## src/hw/rtl/phd_pkg.sv

```systemverilog
`default_nettype none
package phd_pkg;

  // Decay table geometry
  localparam int unsigned TAIL_DEPTH  = 128;
  localparam int unsigned TAB_AW      = $clog2(TAIL_DEPTH);
  localparam int unsigned DECAY_W     = 8;

  // Field widths
  localparam int unsigned SAMPLE_BITS = 10;
  localparam int unsigned TIME_W      = 32;
  localparam int unsigned IDX_W       = 7;
  localparam int unsigned NOTE_W      = 7;
  localparam int unsigned VEL_W       = 7;

  // Microseconds to 1024 us slots
  localparam int unsigned MS_SHIFT    = 10;
  localparam int unsigned MS_W        = TIME_W - MS_SHIFT;

  // Scaled threshold terms: decay * peak >> FRAC_SHIFT
  localparam int unsigned FRAC_SHIFT  = 7;
  localparam int unsigned PROD_W      = DECAY_W + SAMPLE_BITS;
  localparam int unsigned ADD_W       = PROD_W - FRAC_SHIFT;
  localparam int unsigned THR_W       = ADD_W + 2;

  localparam logic [VEL_W-1:0] VEL_MAX = VEL_W'(127);

  // Configuration registers
  localparam int unsigned APB_AW      = 5;
  localparam int unsigned APB_DW      = 32;
  localparam int unsigned BASE_W      = 10;
  localparam int unsigned WIN_W       = 16;
  localparam int unsigned SHIFT_W     = 4;
  localparam int unsigned TAIL_W      = 8;

  localparam logic [2:0] REG_BASE_THR = 3'd0;
  localparam logic [2:0] REG_WINDOW   = 3'd1;
  localparam logic [2:0] REG_VSHIFT   = 3'd2;
  localparam logic [2:0] REG_TAIL     = 3'd3;
  localparam logic [2:0] REG_NOTE     = 3'd4;

  localparam logic [BASE_W-1:0]  BASE_THR_RST = BASE_W'(673);
  localparam logic [WIN_W-1:0]   WINDOW_RST   = WIN_W'(1000);
  localparam logic [SHIFT_W-1:0] VSHIFT_RST   = SHIFT_W'(3);
  localparam logic [TAIL_W-1:0]  TAIL_RST     = TAIL_W'(128);
  localparam logic [NOTE_W-1:0]  NOTE_RST     = NOTE_W'(36);

  // Result queue
  localparam int unsigned OUT_DEPTH   = 4;
  localparam int unsigned OUT_AW      = $clog2(OUT_DEPTH);
  localparam int unsigned OUT_CW      = OUT_AW + 1;

  typedef enum logic {
    FUNC_SAMPLE = 1'b0,
    FUNC_TABLE  = 1'b1
  } func_e;

  typedef enum logic {
    EV_NOTE_ON  = 1'b0,
    EV_NOTE_OFF = 1'b1
  } event_kind_e;

  typedef struct packed {
    func_e                  func;
    logic [SAMPLE_BITS-1:0] sample_value;
    logic [TIME_W-1:0]      now_us;
    logic [IDX_W-1:0]       table_index;
    logic [DECAY_W-1:0]     table_value;
  } in_item_t;

  typedef struct packed {
    event_kind_e       event_kind;
    logic [NOTE_W-1:0] note;
    logic [VEL_W-1:0]  velocity;
    logic              last;
  } result_t;

  function automatic logic [VEL_W-1:0] velocity_of(input logic [SAMPLE_BITS-1:0] peak,
                                                    input logic [SHIFT_W-1:0] shift);
    logic [SAMPLE_BITS:0] v;
    v = {1'b0, peak >> shift} + (SAMPLE_BITS+1)'(1);
    if (v > (SAMPLE_BITS+1)'(VEL_MAX)) begin
      return VEL_MAX;
    end
    return v[VEL_W-1:0];
  endfunction

endpackage
`default_nettype wire

```

## src/hw/rtl/phd_in_if.sv

```systemverilog
`default_nettype none
interface phd_in_if;
  logic                            valid;
  logic                            ready;
  logic                            func;
  logic [phd_pkg::SAMPLE_BITS-1:0] sample_value;
  logic [phd_pkg::TIME_W-1:0]      now_us;
  logic [phd_pkg::IDX_W-1:0]       table_index;
  logic [phd_pkg::DECAY_W-1:0]     table_value;

  modport source (
    output valid, func, sample_value, now_us, table_index, table_value,
    input  ready
  );
  modport sink (
    input  valid, func, sample_value, now_us, table_index, table_value,
    output ready
  );
endinterface
`default_nettype wire

```

## src/hw/rtl/phd_out_if.sv

```systemverilog
`default_nettype none
interface phd_out_if;
  logic                       valid;
  logic                       ready;
  logic                       event_kind;
  logic [phd_pkg::NOTE_W-1:0] note;
  logic [phd_pkg::VEL_W-1:0]  velocity;
  logic                       last;

  modport source (
    output valid, event_kind, note, velocity, last,
    input  ready
  );
  modport sink (
    input  valid, event_kind, note, velocity, last,
    output ready
  );
endinterface
`default_nettype wire

```

## src/hw/rtl/phd_ram.sv

```systemverilog
`default_nettype none
// Simple RAM: one write port, two registered read ports sharing a read enable.
module phd_ram #(
  parameter int unsigned WIDTH = 8,
  parameter int unsigned DEPTH = 128
) (
  input  wire                      clk_i,
  input  wire                      we_i,
  input  wire  [$clog2(DEPTH)-1:0] waddr_i,
  input  wire  [WIDTH-1:0]         wdata_i,
  input  wire                      re_i,
  input  wire  [$clog2(DEPTH)-1:0] raddr_a_i,
  input  wire  [$clog2(DEPTH)-1:0] raddr_b_i,
  output logic [WIDTH-1:0]         rdata_a_o,
  output logic [WIDTH-1:0]         rdata_b_o
);

  logic [WIDTH-1:0] mem_q [DEPTH];

  always_ff @(posedge clk_i) begin
    if (we_i) begin
      mem_q[waddr_i] <= wdata_i;
    end
    if (re_i) begin
      rdata_a_o <= mem_q[raddr_a_i];
      rdata_b_o <= mem_q[raddr_b_i];
    end
  end

endmodule
`default_nettype wire

```

## src/hw/rtl/piezo_hit_detector_core.sv

```systemverilog
`default_nettype none
// Hit detector for one piezo drum pad, with a decaying retrigger mask.
// in_i carries one item per ADC tick (func = sample) or a decay table write
// (func = table). Table writes produce nothing; a sample produces zero, one
// or two results on out_o (note-off before note-on when both occur; the
// last flag marks the final result of the item). Handshake is valid/ready.
// Registers sit behind an APB-style port, 4 bytes apart, pready always high.
// An item passes through the input stage (where the decay table is
// addressed) and then the evaluate stage (table data arrives, the
// threshold is formed and the state updated), then its results enter a
// 4-entry result queue. Throughput is one item per cycle while the
// evaluate stage can advance; the result queue drains one result per
// cycle, so a run of items that produce two results backs up the queue.
// The evaluate stage advances whenever the queue holds at most two results,
// so in_i.ready never waits on out_o.ready combinationally.
// Reset clears the pipeline, the queue, the hit state and the registers to
// their defaults. The decay table is not cleared; it must be loaded before
// a hit can age past its listen window.
// A stalled receiver fills the queue, then holds both stages and in_i.ready.
module piezo_hit_detector_core (
  input  wire                          clk_i,
  input  wire                          rst_ni,
  phd_in_if.sink                       in_i,
  phd_out_if.source                    out_o,
  input  wire                          psel,
  input  wire                          penable,
  input  wire                          pwrite,
  input  wire  [phd_pkg::APB_AW-1:0]   paddr,
  input  wire  [phd_pkg::APB_DW-1:0]   pwdata,
  output logic [phd_pkg::APB_DW-1:0]   prdata,
  output logic                         pready
);

  // ---------------------------------------------------------------------
  // Configuration registers
  // ---------------------------------------------------------------------
  logic [phd_pkg::BASE_W-1:0]  base_thr_q;
  logic [phd_pkg::WIN_W-1:0]   window_q;
  logic [phd_pkg::SHIFT_W-1:0] vshift_q;
  logic [phd_pkg::TAIL_W-1:0]  tail_q;
  logic [phd_pkg::NOTE_W-1:0]  note_q;
  logic [2:0]                  reg_idx;
  logic                        cfg_wr;

  assign pready  = 1'b1;
  assign reg_idx = paddr[phd_pkg::APB_AW-1:2];
  assign cfg_wr  = psel && penable && pwrite;

  always_ff @(posedge clk_i or negedge rst_ni) begin
    if (!rst_ni) begin
      base_thr_q <= phd_pkg::BASE_THR_RST;
      window_q   <= phd_pkg::WINDOW_RST;
      vshift_q   <= phd_pkg::VSHIFT_RST;
      tail_q     <= phd_pkg::TAIL_RST;
      note_q     <= phd_pkg::NOTE_RST;
    end else if (cfg_wr) begin
      case (reg_idx)
        phd_pkg::REG_BASE_THR: base_thr_q <= pwdata[phd_pkg::BASE_W-1:0];
        phd_pkg::REG_WINDOW:   window_q   <= pwdata[phd_pkg::WIN_W-1:0];
        phd_pkg::REG_VSHIFT:   vshift_q   <= pwdata[phd_pkg::SHIFT_W-1:0];
        phd_pkg::REG_TAIL:     tail_q     <= pwdata[phd_pkg::TAIL_W-1:0];
        phd_pkg::REG_NOTE:     note_q     <= pwdata[phd_pkg::NOTE_W-1:0];
        default: ;
      endcase
    end
  end

  always_comb begin
    case (reg_idx)
      phd_pkg::REG_BASE_THR: prdata = phd_pkg::APB_DW'(base_thr_q);
      phd_pkg::REG_WINDOW:   prdata = phd_pkg::APB_DW'(window_q);
      phd_pkg::REG_VSHIFT:   prdata = phd_pkg::APB_DW'(vshift_q);
      phd_pkg::REG_TAIL:     prdata = phd_pkg::APB_DW'(tail_q);
      phd_pkg::REG_NOTE:     prdata = phd_pkg::APB_DW'(note_q);
      default:               prdata = '0;
    endcase
  end

  // ---------------------------------------------------------------------
  // Pipeline control
  // ---------------------------------------------------------------------
  phd_pkg::in_item_t          s1_q, s2_q, in_item;
  logic                       s1_valid_q, s2_valid_q;
  logic [phd_pkg::OUT_CW-1:0] cnt_q, cnt_d;
  logic                       adv, in_fire, s2_fire, out_pop;

  // Evaluate stage may retire when the queue has room for two results.
  assign adv         = !s2_valid_q || (cnt_q <= phd_pkg::OUT_CW'(phd_pkg::OUT_DEPTH - 2));
  assign in_i.ready  = !s1_valid_q || adv;
  assign in_fire     = in_i.valid && in_i.ready;
  assign s2_fire     = s2_valid_q && adv && (s2_q.func == phd_pkg::FUNC_SAMPLE);

  always_comb begin
    in_item.func         = phd_pkg::func_e'(in_i.func);
    in_item.sample_value = in_i.sample_value;
    in_item.now_us       = in_i.now_us;
    in_item.table_index  = in_i.table_index;
    in_item.table_value  = in_i.table_value;
  end

  always_ff @(posedge clk_i or negedge rst_ni) begin
    if (!rst_ni) begin
      s1_valid_q <= 1'b0;
      s2_valid_q <= 1'b0;
    end else begin
      if (in_fire) begin
        s1_valid_q <= 1'b1;
      end else if (adv) begin
        s1_valid_q <= 1'b0;
      end
      if (adv) begin
        s2_valid_q <= s1_valid_q;
      end
    end
  end

  always_ff @(posedge clk_i) begin
    if (in_fire) begin
      s1_q <= in_item;
    end
    if (adv) begin
      s2_q <= s1_q;
    end
  end

  // ---------------------------------------------------------------------
  // Hit state
  // ---------------------------------------------------------------------
  logic                            listening_q, hit_recent_q, prev_recent_q;
  logic [phd_pkg::SAMPLE_BITS-1:0] peak_q, prev_peak_q;
  logic [phd_pkg::TIME_W-1:0]      peak_time_q, ws_q, prev_time_q;

  // ---------------------------------------------------------------------
  // Decay table lookup (input stage)
  // The evaluate stage may still move peak_time and prev_time, so the
  // input stage reads every slot they can end up at:
  //   peak slot: from peak_time now, or from the evaluating item's time
  //   prev slot: from prev_time now, or from peak_time now (copied on retrigger)
  // The evaluate stage picks one with flags registered alongside the reads.
  // ---------------------------------------------------------------------
  logic [phd_pkg::TIME_W-1:0]  us_a, us_b, us_c;
  logic [phd_pkg::MS_W-1:0]    ms_a, ms_b, ms_c;
  logic                        inr_a_q, inr_b_q, inr_c_q;
  logic [phd_pkg::DECAY_W-1:0] pk_a_rd, pk_b_rd, pv_c_rd, pv_a_rd;
  logic                        tab_we;
  logic                        pk_new_q, pv_shift_q;
  logic                        pk_new_d, pv_shift_d;

  assign us_a = s1_q.now_us - peak_time_q;
  assign us_b = s1_q.now_us - s2_q.now_us;
  assign us_c = s1_q.now_us - prev_time_q;
  assign ms_a = us_a[phd_pkg::TIME_W-1:phd_pkg::MS_SHIFT];
  assign ms_b = us_b[phd_pkg::TIME_W-1:phd_pkg::MS_SHIFT];
  assign ms_c = us_c[phd_pkg::TIME_W-1:phd_pkg::MS_SHIFT];

  // Table write commits as the item leaves the input stage, ahead of any
  // later item's read.
  assign tab_we = adv && s1_valid_q && (s1_q.func == phd_pkg::FUNC_TABLE) &&
                  (phd_pkg::IDX_W'(s1_q.table_index) < phd_pkg::IDX_W'(phd_pkg::TAIL_DEPTH - 1)
                   || s1_q.table_index == phd_pkg::IDX_W'(phd_pkg::TAIL_DEPTH - 1));

  phd_ram #(
    .WIDTH (phd_pkg::DECAY_W),
    .DEPTH (phd_pkg::TAIL_DEPTH)
  ) u_tab_peak (
    .clk_i     (clk_i),
    .we_i      (tab_we),
    .waddr_i   (s1_q.table_index[phd_pkg::TAB_AW-1:0]),
    .wdata_i   (s1_q.table_value),
    .re_i      (adv),
    .raddr_a_i (ms_a[phd_pkg::TAB_AW-1:0]),
    .raddr_b_i (ms_b[phd_pkg::TAB_AW-1:0]),
    .rdata_a_o (pk_a_rd),
    .rdata_b_o (pk_b_rd)
  );

  phd_ram #(
    .WIDTH (phd_pkg::DECAY_W),
    .DEPTH (phd_pkg::TAIL_DEPTH)
  ) u_tab_prev (
    .clk_i     (clk_i),
    .we_i      (tab_we),
    .waddr_i   (s1_q.table_index[phd_pkg::TAB_AW-1:0]),
    .wdata_i   (s1_q.table_value),
    .re_i      (adv),
    .raddr_a_i (ms_c[phd_pkg::TAB_AW-1:0]),
    .raddr_b_i (ms_a[phd_pkg::TAB_AW-1:0]),
    .rdata_a_o (pv_c_rd),
    .rdata_b_o (pv_a_rd)
  );

  always_ff @(posedge clk_i or negedge rst_ni) begin
    if (!rst_ni) begin
      inr_a_q    <= 1'b0;
      inr_b_q    <= 1'b0;
      inr_c_q    <= 1'b0;
      pk_new_q   <= 1'b0;
      pv_shift_q <= 1'b0;
    end else if (adv) begin
      inr_a_q    <= ms_a < phd_pkg::MS_W'(phd_pkg::TAIL_DEPTH);
      inr_b_q    <= ms_b < phd_pkg::MS_W'(phd_pkg::TAIL_DEPTH);
      inr_c_q    <= ms_c < phd_pkg::MS_W'(phd_pkg::TAIL_DEPTH);
      pk_new_q   <= pk_new_d;
      pv_shift_q <= pv_shift_d;
    end
  end

  // ---------------------------------------------------------------------
  // Evaluate stage
  // ---------------------------------------------------------------------
  logic [phd_pkg::DECAY_W-1:0]     t_pk, t_pv;
  logic [phd_pkg::TIME_W-1:0]      us, us_p, wend_diff;
  logic [phd_pkg::MS_W-1:0]        ms, ms_p;
  logic [phd_pkg::PROD_W-1:0]      prod_pk, prod_pv;
  logic [phd_pkg::ADD_W-1:0]       add_pk, add_pv;
  logic [phd_pkg::THR_W-1:0]       thr;
  logic [phd_pkg::SAMPLE_BITS-1:0] value, peak_cur, peak_fin;
  logic                            expire, expire_p, in_win, checks, expire_ev;
  logic                            hit_mid, prev_mid, start, copy, active, upd, win_end;

  always_comb begin
    if (pk_new_q) begin
      t_pk = inr_b_q ? pk_b_rd : '0;
    end else begin
      t_pk = inr_a_q ? pk_a_rd : '0;
    end
    if (pv_shift_q) begin
      t_pv = inr_a_q ? pv_a_rd : '0;
    end else begin
      t_pv = inr_c_q ? pv_c_rd : '0;
    end
  end

  assign value    = s2_q.sample_value;
  assign us       = s2_q.now_us - peak_time_q;
  assign us_p     = s2_q.now_us - prev_time_q;
  assign ms       = us[phd_pkg::TIME_W-1:phd_pkg::MS_SHIFT];
  assign ms_p     = us_p[phd_pkg::TIME_W-1:phd_pkg::MS_SHIFT];
  assign expire   = ms >= phd_pkg::MS_W'(tail_q);
  assign expire_p = ms_p >= phd_pkg::MS_W'(tail_q);
  assign in_win   = us < phd_pkg::TIME_W'(window_q);

  assign prod_pk  = phd_pkg::PROD_W'(t_pk) * phd_pkg::PROD_W'(peak_q);
  assign prod_pv  = phd_pkg::PROD_W'(t_pv) * phd_pkg::PROD_W'(prev_peak_q);
  assign add_pk   = in_win ? phd_pkg::ADD_W'(peak_q)
                           : prod_pk[phd_pkg::PROD_W-1:phd_pkg::FRAC_SHIFT];
  assign add_pv   = prod_pv[phd_pkg::PROD_W-1:phd_pkg::FRAC_SHIFT];

  // Recent hit still masking: raise the threshold by its own term and by a
  // still-ringing earlier hit.
  assign checks    = !listening_q && hit_recent_q && !expire;
  assign expire_ev = !listening_q && hit_recent_q && expire;

  assign thr = phd_pkg::THR_W'(base_thr_q)
             + (checks ? phd_pkg::THR_W'(add_pk) : '0)
             + ((checks && prev_recent_q && !expire_p) ? phd_pkg::THR_W'(add_pv) : '0);

  assign hit_mid  = hit_recent_q && !expire_ev;
  assign prev_mid = prev_recent_q && !(checks && expire_p);
  assign start    = !listening_q && (phd_pkg::THR_W'(value) >= thr);
  assign copy     = start && hit_mid;
  assign active   = listening_q || start;
  assign peak_cur = start ? '0 : peak_q;
  assign upd      = active && (value > peak_cur);
  assign peak_fin = upd ? value : peak_cur;

  // Window end, wrapping compare. A window opened by this very item ends at
  // once only when its length is zero.
  assign wend_diff = s2_q.now_us - ws_q - phd_pkg::TIME_W'(window_q);
  assign win_end   = active && (start ? (window_q == '0)
                                      : !wend_diff[phd_pkg::TIME_W-1]);

  assign pk_new_d   = s2_fire && upd;
  assign pv_shift_d = s2_fire && copy;

  always_ff @(posedge clk_i or negedge rst_ni) begin
    if (!rst_ni) begin
      listening_q   <= 1'b0;
      hit_recent_q  <= 1'b0;
      prev_recent_q <= 1'b0;
      peak_q        <= '0;
      peak_time_q   <= '0;
      ws_q          <= '0;
      prev_peak_q   <= '0;
      prev_time_q   <= '0;
    end else if (s2_fire) begin
      listening_q   <= active && !win_end;
      hit_recent_q  <= win_end || hit_mid;
      prev_recent_q <= copy || prev_mid;
      peak_q        <= peak_fin;
      if (upd) begin
        peak_time_q <= s2_q.now_us;
      end
      if (start) begin
        ws_q <= s2_q.now_us;
      end
      if (copy) begin
        prev_peak_q <= peak_q;
        prev_time_q <= peak_time_q;
      end
    end
  end

  // ---------------------------------------------------------------------
  // Result queue
  // ---------------------------------------------------------------------
  phd_pkg::result_t           q_mem [phd_pkg::OUT_DEPTH];
  phd_pkg::result_t           res_off, res_on, head;
  logic [phd_pkg::OUT_AW-1:0] wp_q, rp_q, wp_on;
  logic                       push_off, push_on;

  assign push_off = s2_fire && expire_ev;
  assign push_on  = s2_fire && win_end;
  assign wp_on    = push_off ? wp_q + phd_pkg::OUT_AW'(1) : wp_q;
  assign out_pop  = out_o.valid && out_o.ready;

  always_comb begin
    res_off.event_kind = phd_pkg::EV_NOTE_OFF;
    res_off.note       = note_q;
    res_off.velocity   = phd_pkg::velocity_of(peak_q, vshift_q);
    res_off.last       = !win_end;
    res_on.event_kind  = phd_pkg::EV_NOTE_ON;
    res_on.note        = note_q;
    res_on.velocity    = phd_pkg::velocity_of(peak_fin, vshift_q);
    res_on.last        = 1'b1;
  end

  always_ff @(posedge clk_i) begin
    if (push_off) begin
      q_mem[wp_q] <= res_off;
    end
    if (push_on) begin
      q_mem[wp_on] <= res_on;
    end
  end

  assign cnt_d = cnt_q + phd_pkg::OUT_CW'(push_off) + phd_pkg::OUT_CW'(push_on)
               - phd_pkg::OUT_CW'(out_pop);

  always_ff @(posedge clk_i or negedge rst_ni) begin
    if (!rst_ni) begin
      wp_q  <= '0;
      rp_q  <= '0;
      cnt_q <= '0;
    end else begin
      wp_q  <= wp_q + phd_pkg::OUT_AW'(push_off) + phd_pkg::OUT_AW'(push_on);
      rp_q  <= rp_q + phd_pkg::OUT_AW'(out_pop);
      cnt_q <= cnt_d;
    end
  end

  assign head             = q_mem[rp_q];
  assign out_o.valid      = cnt_q != '0;
  assign out_o.event_kind = head.event_kind;
  assign out_o.note       = head.note;
  assign out_o.velocity   = head.velocity;
  assign out_o.last       = head.last;

  // ---------------------------------------------------------------------
  // Assertions
  // ---------------------------------------------------------------------
  assert property (@(posedge clk_i) disable iff (!rst_ni)
    cnt_q <= phd_pkg::OUT_CW'(phd_pkg::OUT_DEPTH))
    else $error("result queue overflow");

  assert property (@(posedge clk_i) disable iff (!rst_ni)
    s2_fire |-> cnt_q <= phd_pkg::OUT_CW'(phd_pkg::OUT_DEPTH - 2))
    else $error("evaluate stage retired without queue room");

  assert property (@(posedge clk_i) disable iff (!rst_ni)
    (s2_fire && win_end) |=> (hit_recent_q && !listening_q))
    else $error("note-on did not arm the retrigger mask");

  assert property (@(posedge clk_i) disable iff (!rst_ni)
    pv_shift_q |-> prev_recent_q)
    else $error("prev slot selected without a ringing earlier hit");

  assert property (@(posedge clk_i) disable iff (!rst_ni)
    listening_q |-> !hit_recent_q || $stable(hit_recent_q) || $rose(listening_q))
    else $error("hit state changed inside a listen window");

endmodule
`default_nettype wire
```

## src/flat_wrapper.sv

```systemverilog
// flat-port wrapper written by rule: the top's interface ports become plain ports
module piezo_hit_detector_core_flat 
  (clk_i, rst_ni, psel, penable, pwrite, paddr, pwdata, prdata, pready, in_i_valid, in_i_func, in_i_sample_value, in_i_now_us, in_i_table_index, in_i_table_value, in_i_ready, out_o_valid, out_o_event_kind, out_o_note, out_o_velocity, out_o_last, out_o_ready);
  phd_in_if in_i_i ();
  phd_out_if out_o_i ();
  input  wire clk_i;
  input  wire rst_ni;
  input  wire psel;
  input  wire penable;
  input  wire pwrite;
  input  wire  [phd_pkg::APB_AW-1:0] paddr;
  input  wire  [phd_pkg::APB_DW-1:0] pwdata;
  output logic [phd_pkg::APB_DW-1:0] prdata;
  output logic pready;
  input wire logic [$bits(in_i_i.valid)-1:0] in_i_valid;
  input wire logic [$bits(in_i_i.func)-1:0] in_i_func;
  input wire logic [$bits(in_i_i.sample_value)-1:0] in_i_sample_value;
  input wire logic [$bits(in_i_i.now_us)-1:0] in_i_now_us;
  input wire logic [$bits(in_i_i.table_index)-1:0] in_i_table_index;
  input wire logic [$bits(in_i_i.table_value)-1:0] in_i_table_value;
  output wire logic [$bits(in_i_i.ready)-1:0] in_i_ready;
  output wire logic [$bits(out_o_i.valid)-1:0] out_o_valid;
  output wire logic [$bits(out_o_i.event_kind)-1:0] out_o_event_kind;
  output wire logic [$bits(out_o_i.note)-1:0] out_o_note;
  output wire logic [$bits(out_o_i.velocity)-1:0] out_o_velocity;
  output wire logic [$bits(out_o_i.last)-1:0] out_o_last;
  input wire logic [$bits(out_o_i.ready)-1:0] out_o_ready;
  assign in_i_i.valid = in_i_valid;
  assign in_i_i.func = in_i_func;
  assign in_i_i.sample_value = in_i_sample_value;
  assign in_i_i.now_us = in_i_now_us;
  assign in_i_i.table_index = in_i_table_index;
  assign in_i_i.table_value = in_i_table_value;
  assign in_i_ready = in_i_i.ready;
  assign out_o_valid = out_o_i.valid;
  assign out_o_event_kind = out_o_i.event_kind;
  assign out_o_note = out_o_i.note;
  assign out_o_velocity = out_o_i.velocity;
  assign out_o_last = out_o_i.last;
  assign out_o_i.ready = out_o_ready;
  piezo_hit_detector_core u_core (.clk_i(clk_i), .rst_ni(rst_ni), .in_i(in_i_i), .out_o(out_o_i), .psel(psel), .penable(penable), .pwrite(pwrite), .paddr(paddr), .pwdata(pwdata), .prdata(prdata), .pready(pready));
endmodule
```

## config.mk

```make
export PLATFORM = sky130hd
export DESIGN_NAME = piezo_hit_detector_core_flat
export DESIGN_NICKNAME = d
export VERILOG_FILES = /design/src/hw/rtl/phd_pkg.sv /design/src/hw/rtl/phd_in_if.sv /design/src/hw/rtl/phd_out_if.sv /design/src/hw/rtl/phd_ram.sv /design/src/hw/rtl/piezo_hit_detector_core.sv /design/src/flat_wrapper.sv
export SDC_FILE = /design/constraint.sdc
export NUM_CORES = 2
export LEC_CHECK = 0
export CORE_AREA = 3 3 652 654
export CTS_CLUSTER_SIZE = 28
export DETAILED_ROUTE_END_ITERATION = 7
export DIE_AREA = 0 0 655 657
export DONT_BUFFER_PORTS = 1
export HOLD_SLACK_MARGIN = 0.15
export PLACE_DENSITY = 0.43
export SLEW_MARGIN = 20
export SYNTH_ARGS = -nofsm -noshare
export SYNTH_HDL_FRONTEND = slang
export SYNTH_HIERARCHICAL = 1
export SYNTH_SLANG_ARGS = --single-unit
```

## constraint.sdc

```tcl
create_clock -name clk_i -period 19.3 [get_ports clk_i]
set_input_delay 2.895 -clock clk_i [delete_from_list [all_inputs] [get_ports clk_i]]
set_output_delay 2.895 -clock clk_i [all_outputs]
set_load 0.02 [all_outputs]
```

==> flow_summary.json <==
{
  "outcome": "completed",
  "timing.final.crit_period_ns": 15.08,
  "clock_tree.htree_level_count": 5,
  "synth_seq_cells": 2423,
  "grt_pass1_vias": 74100,
  "grt_pass1_wl_um": 558000,
  "synth.yosys.seq_area_share_pct": 57.1,
  "fin_skew_ns": 0.0537,
  "clkLatencyLatePin_ns": 0.93,
  "hold_depth": 0,
  "grt-ovfl-total": 0,
  "clkSlewWorstSetupHoldPaths_ns": 0.06,
  "detailed_route_wire_length_per_cell_um": 29.7,
  "starting_density_of_the_core_pct": 29.9,
  "totalWireLength_um": 390000,
  "mappedNetlistArea_um2": 126000,
  "worst_r2r_path_depth": 57,
  "slew_headroom_pct": 12.1,
  "setup-tns-final_ns": 0,
  "post_drt_via_cell_ratio": 5.37,
  "number_of_buffers_added_for_setup_after_cts": 0,
  "count_of_filler_cells_inserted_in_the_layout": 39900,
  "hold_buffers": 0,
  "largest_delay_share_family_worst_path": "simple AND/OR/NAND/NOR gates",
  "critPathRequiredTime_ns": 19.92,
  "grt_start_max_net_pins": 179,
  "drt_iter0_drc": 6225,
  "max-clock-path-buffers": 4,
  "synth-async-reset-ratio_pct": 7.35,
  "drt.antenna.violating_nets": 0,
  "postSynthAreaPerCell_um2": 17.3,
  "finalCoreUtilization_pct": 33.8,
  "critical_path.reg2reg.startpoint": "u_core/inr_a_q",
  "areaGrowthSynthToFinish_pct": 13.0,
  "layout_commonest_cell": "sky130_fd_sc_hd__edfxtp_1",
  "chipWidth_um": 655,
  "route.vias.total": 70400,
  "grt_antenna_before_repair": 20,
  "endpoint_class_of_the_critical_path": "flip-flop",
  "worst_path_max_delay_cell": "sky130_fd_sc_hd__dfrtp_1",
  "post_synth_num_cell_types": 100,
  "die_y_um": 657,
  "detailed_place_hpwl_um": 254000,
  "design.portCount": 153,
  "clock-root-buffer": "sky130_fd_sc_hd__clkbuf_16",
  "grtUsageTotal_pct": 17.9,
  "cp_num_buf_inv": 7,
  "min_path_type": "flip-flop to flip-flop",
  "cts_tree": "done",
  "worst_pin_slew_ns": 1.31,
  "std_cell_rows": 238,
  "ys.flop_type": "sky130_fd_sc_hd__edfxtp_1",
  "maxCapViolCount": 0,
  "gp_routability_congestion": 0.861,
  "yosys_warnings": 6,
  "nNetsFinal": 7904,
  "timing.final.hold_violations": 0,
  "r2r-end": "u_core/q_mem[0][6]",
  "startpoint_type": "flip-flop",
  "most_used_cells_in_the_layout_excluding_fill_and_tap_cells": "sky130_fd_sc_hd__edfxtp_1 (2237), sky130_fd_sc_hd__mux4_2 (1365), sky130_fd_sc_hd__nand2_1 (380), sky130_fd_sc_hd__inv_1 (352), sky130_fd_sc_hd__nor2_1 (349)",
  "layout_worst_path_cycle_share_pct": 78.1,
  "synth_edf_count": 2237,
  "timing.final.setup_violations": 0,
  "layout-drive-gt1-share_pct": 28.9,
  "drc_errors": 0,
  "cts.sink_count": 2423,
  "timing.reg2reg.setup_slack_ns": 4.22,
  "crit_fanout": 18,
  "syn_inst": 7251,
  "hold_end": "u_core/value[2]",
  "dr.pass1.iters": 6,
  "buffer_ports.inserted": 0,
  "core_area_um2": 420000,
  "max_stage_delay_ns": 0.78,
  "path_class": "flip-flop to flip-flop",
  "hp-start": "u_core/s1_q[49]",
  "max_frequency_mhz": 66.3,
  "cts_resized": 0,
  "unrepaired_setup_endpoints_after_global_routing": "false",
  "slew_viol_final": 0,
  "floorplan.die_area_um2": 430000,
  "cts_made_buffers": 298,
  "worst_ep_arrival_time_ns": 15.69
}
==> metrics by stage <==
stage / std cells / setup WS, ns / hold slack (ns) / cell area, µm²
after floorplan: 7266 / 7.21 / 0.400 / 126000
after global placement: 12600 / 4.19 / 0.412 / 133000
after detailed placement: 12600 / 4.19 / 0.417 / 133000
after CTS: 13100 / 4.14 / 0.434 / 142000
after global routing: 13100 / 2.95 / 0.443 / 142000
final: 13100 / 4.22 / 0.428 / 142000
==> kinds of logic after synthesis <==
| family | count (synthesis) | synth area share [%] |
|---|---|---|
| DFF | 2423 | 57.1 |
| xor gates and xnor gates | 92 | 0.641 |
| buffers and inverters | 805 | 2.70 |
| other | 2 | 0.00597 |
| muxes | 1530 | 25.9 |
| adders and majority gates | 464 | 5.35 |
| AOI/OAI and AO/OA | 656 | 3.45 |
| and+or+nand+nor | 1279 | 4.85 |
==> cell usage after synthesis (all sizes together) (8+ instances only) <==
library cell  number  area share, %
edfxtp          2237             53
mux4            1365             24
nor2             389            1.2
nand2            380            1.1
inv              353            1.1
ha               341            3.4
clkbuf           227           0.68
buf              223           0.97
o21ai            202           0.80
dfrtp            163            3.2
fa               123            2.0
a21oi            112           0.45
and2             100           0.50
mux2i             83           0.66
mux2              82           0.74
nor2b             79           0.39
a21o              73           0.44
nor3              73           0.29
nand3             64           0.25
xnor2             53           0.37
o21a              40           0.24
xor2              39           0.27
nor4              36           0.24
nand2b            33           0.16
nand4             29           0.14
and3              24           0.12
o22ai             23           0.11
a211oi            20           0.13
a22o              19           0.13
a31oi             17          0.085
dfstp             15           0.31
or3               15          0.075
a22oi             13          0.078
a2111oi           12          0.084
or2               12          0.060
o31ai             11          0.081
o211ai            10          0.060
o21bai            10          0.060
a211o              9          0.063
a21boi             9          0.054
a221oi             8          0.056
and4               8          0.056
dfxtp              8           0.13
==> cell type report <==
cell class	count	area, µm²	share of cell area, %
sequential	2423	71800	50.5
multi-input combinational	4038	50900	35.8
clock buffer	393	8140	5.73
tap	5520	6910	4.86
timing repair buffer	222	1860	1.31
inverter	355	1340	0.940
clock inverter	146	1120	0.789
antenna	10	25.0	0.0176
==> worst max-delay path by stage <==
| stage | slack, ns | start | cells after the start | to |
|---|---|---|---|---|
| after CTS | 4.14 | u_core/inr_a_q | 57 | u_core/q_mem[0][6] |
| after global routing | 2.95 | u_core/inr_a_q | 57 | u_core/q_mem[3][6] |
| final | 4.22 | u_core/inr_a_q | 57 | u_core/q_mem[0][6] |
| after global placement | 4.19 | u_core/inr_a_q | 57 | u_core/q_mem[0][6] |
| after floorplan | 7.21 | u_core/pk_new_q | 54 | u_core/q_mem[1][5] |
| after detailed placement | 4.19 | u_core/inr_a_q | 57 | u_core/q_mem[0][6] |
==> worst reg2reg max path: cells and delay by family, from the launching register on <==
| kind | cells | cell delay, ns |
|---|---|---|
| flip-flops | 1 | 0.78 |
| adder cells (fa/ha/maj) | 10 | 3.32 |
| buffers and inverters | 7 | 0.44 |
| AND/OR/NAND/NOR | 18 | 4.50 |
| multiplexers | 4 | 1.04 |
| AO/OA/AOI/OAI | 16 | 4.47 |
| XOR/XNOR | 2 | 0.24 |
==> state kept, by name, indices dropped and copies added (netlist names), 4 cells and up <==
register,cells
u_core/value,10
u_core/q_mem,64
u_core/u_tab_peak/mem_q,1024
u_core/u_tab_prev/rdata_a_o,8
u_core/u_tab_peak/rdata_a_o,8
u_core/s1_q,58
u_core/tail_q,8
u_core/ws_q,32
u_core/s2_q,33
u_core/base_thr_q,10
u_core/u_tab_prev/mem_q,1024
u_core/u_tab_peak/rdata_b_o,8
u_core/prev_peak_q,10
u_core/u_tab_prev/rdata_b_o,8
u_core/prev_time_q,32
u_core/peak_time_q,32
u_core/note_q,7
u_core/vshift_q,4
u_core/window_q,16
u_core/peak_q,10
==> metal layers <==
metal,global-route usage (%),vias to the layer above,share of wire [%]
li1,-,29800,-
met1,24.5,38200,43
met2,29.8,1994,49
met3,3.22,451,5.7
met4,3.49,4,2.0
met5,0.582,-,0.053
Power is not shown: default switching activity piles up to over one toggle a cycle in this logic, so the estimate is an artifact.
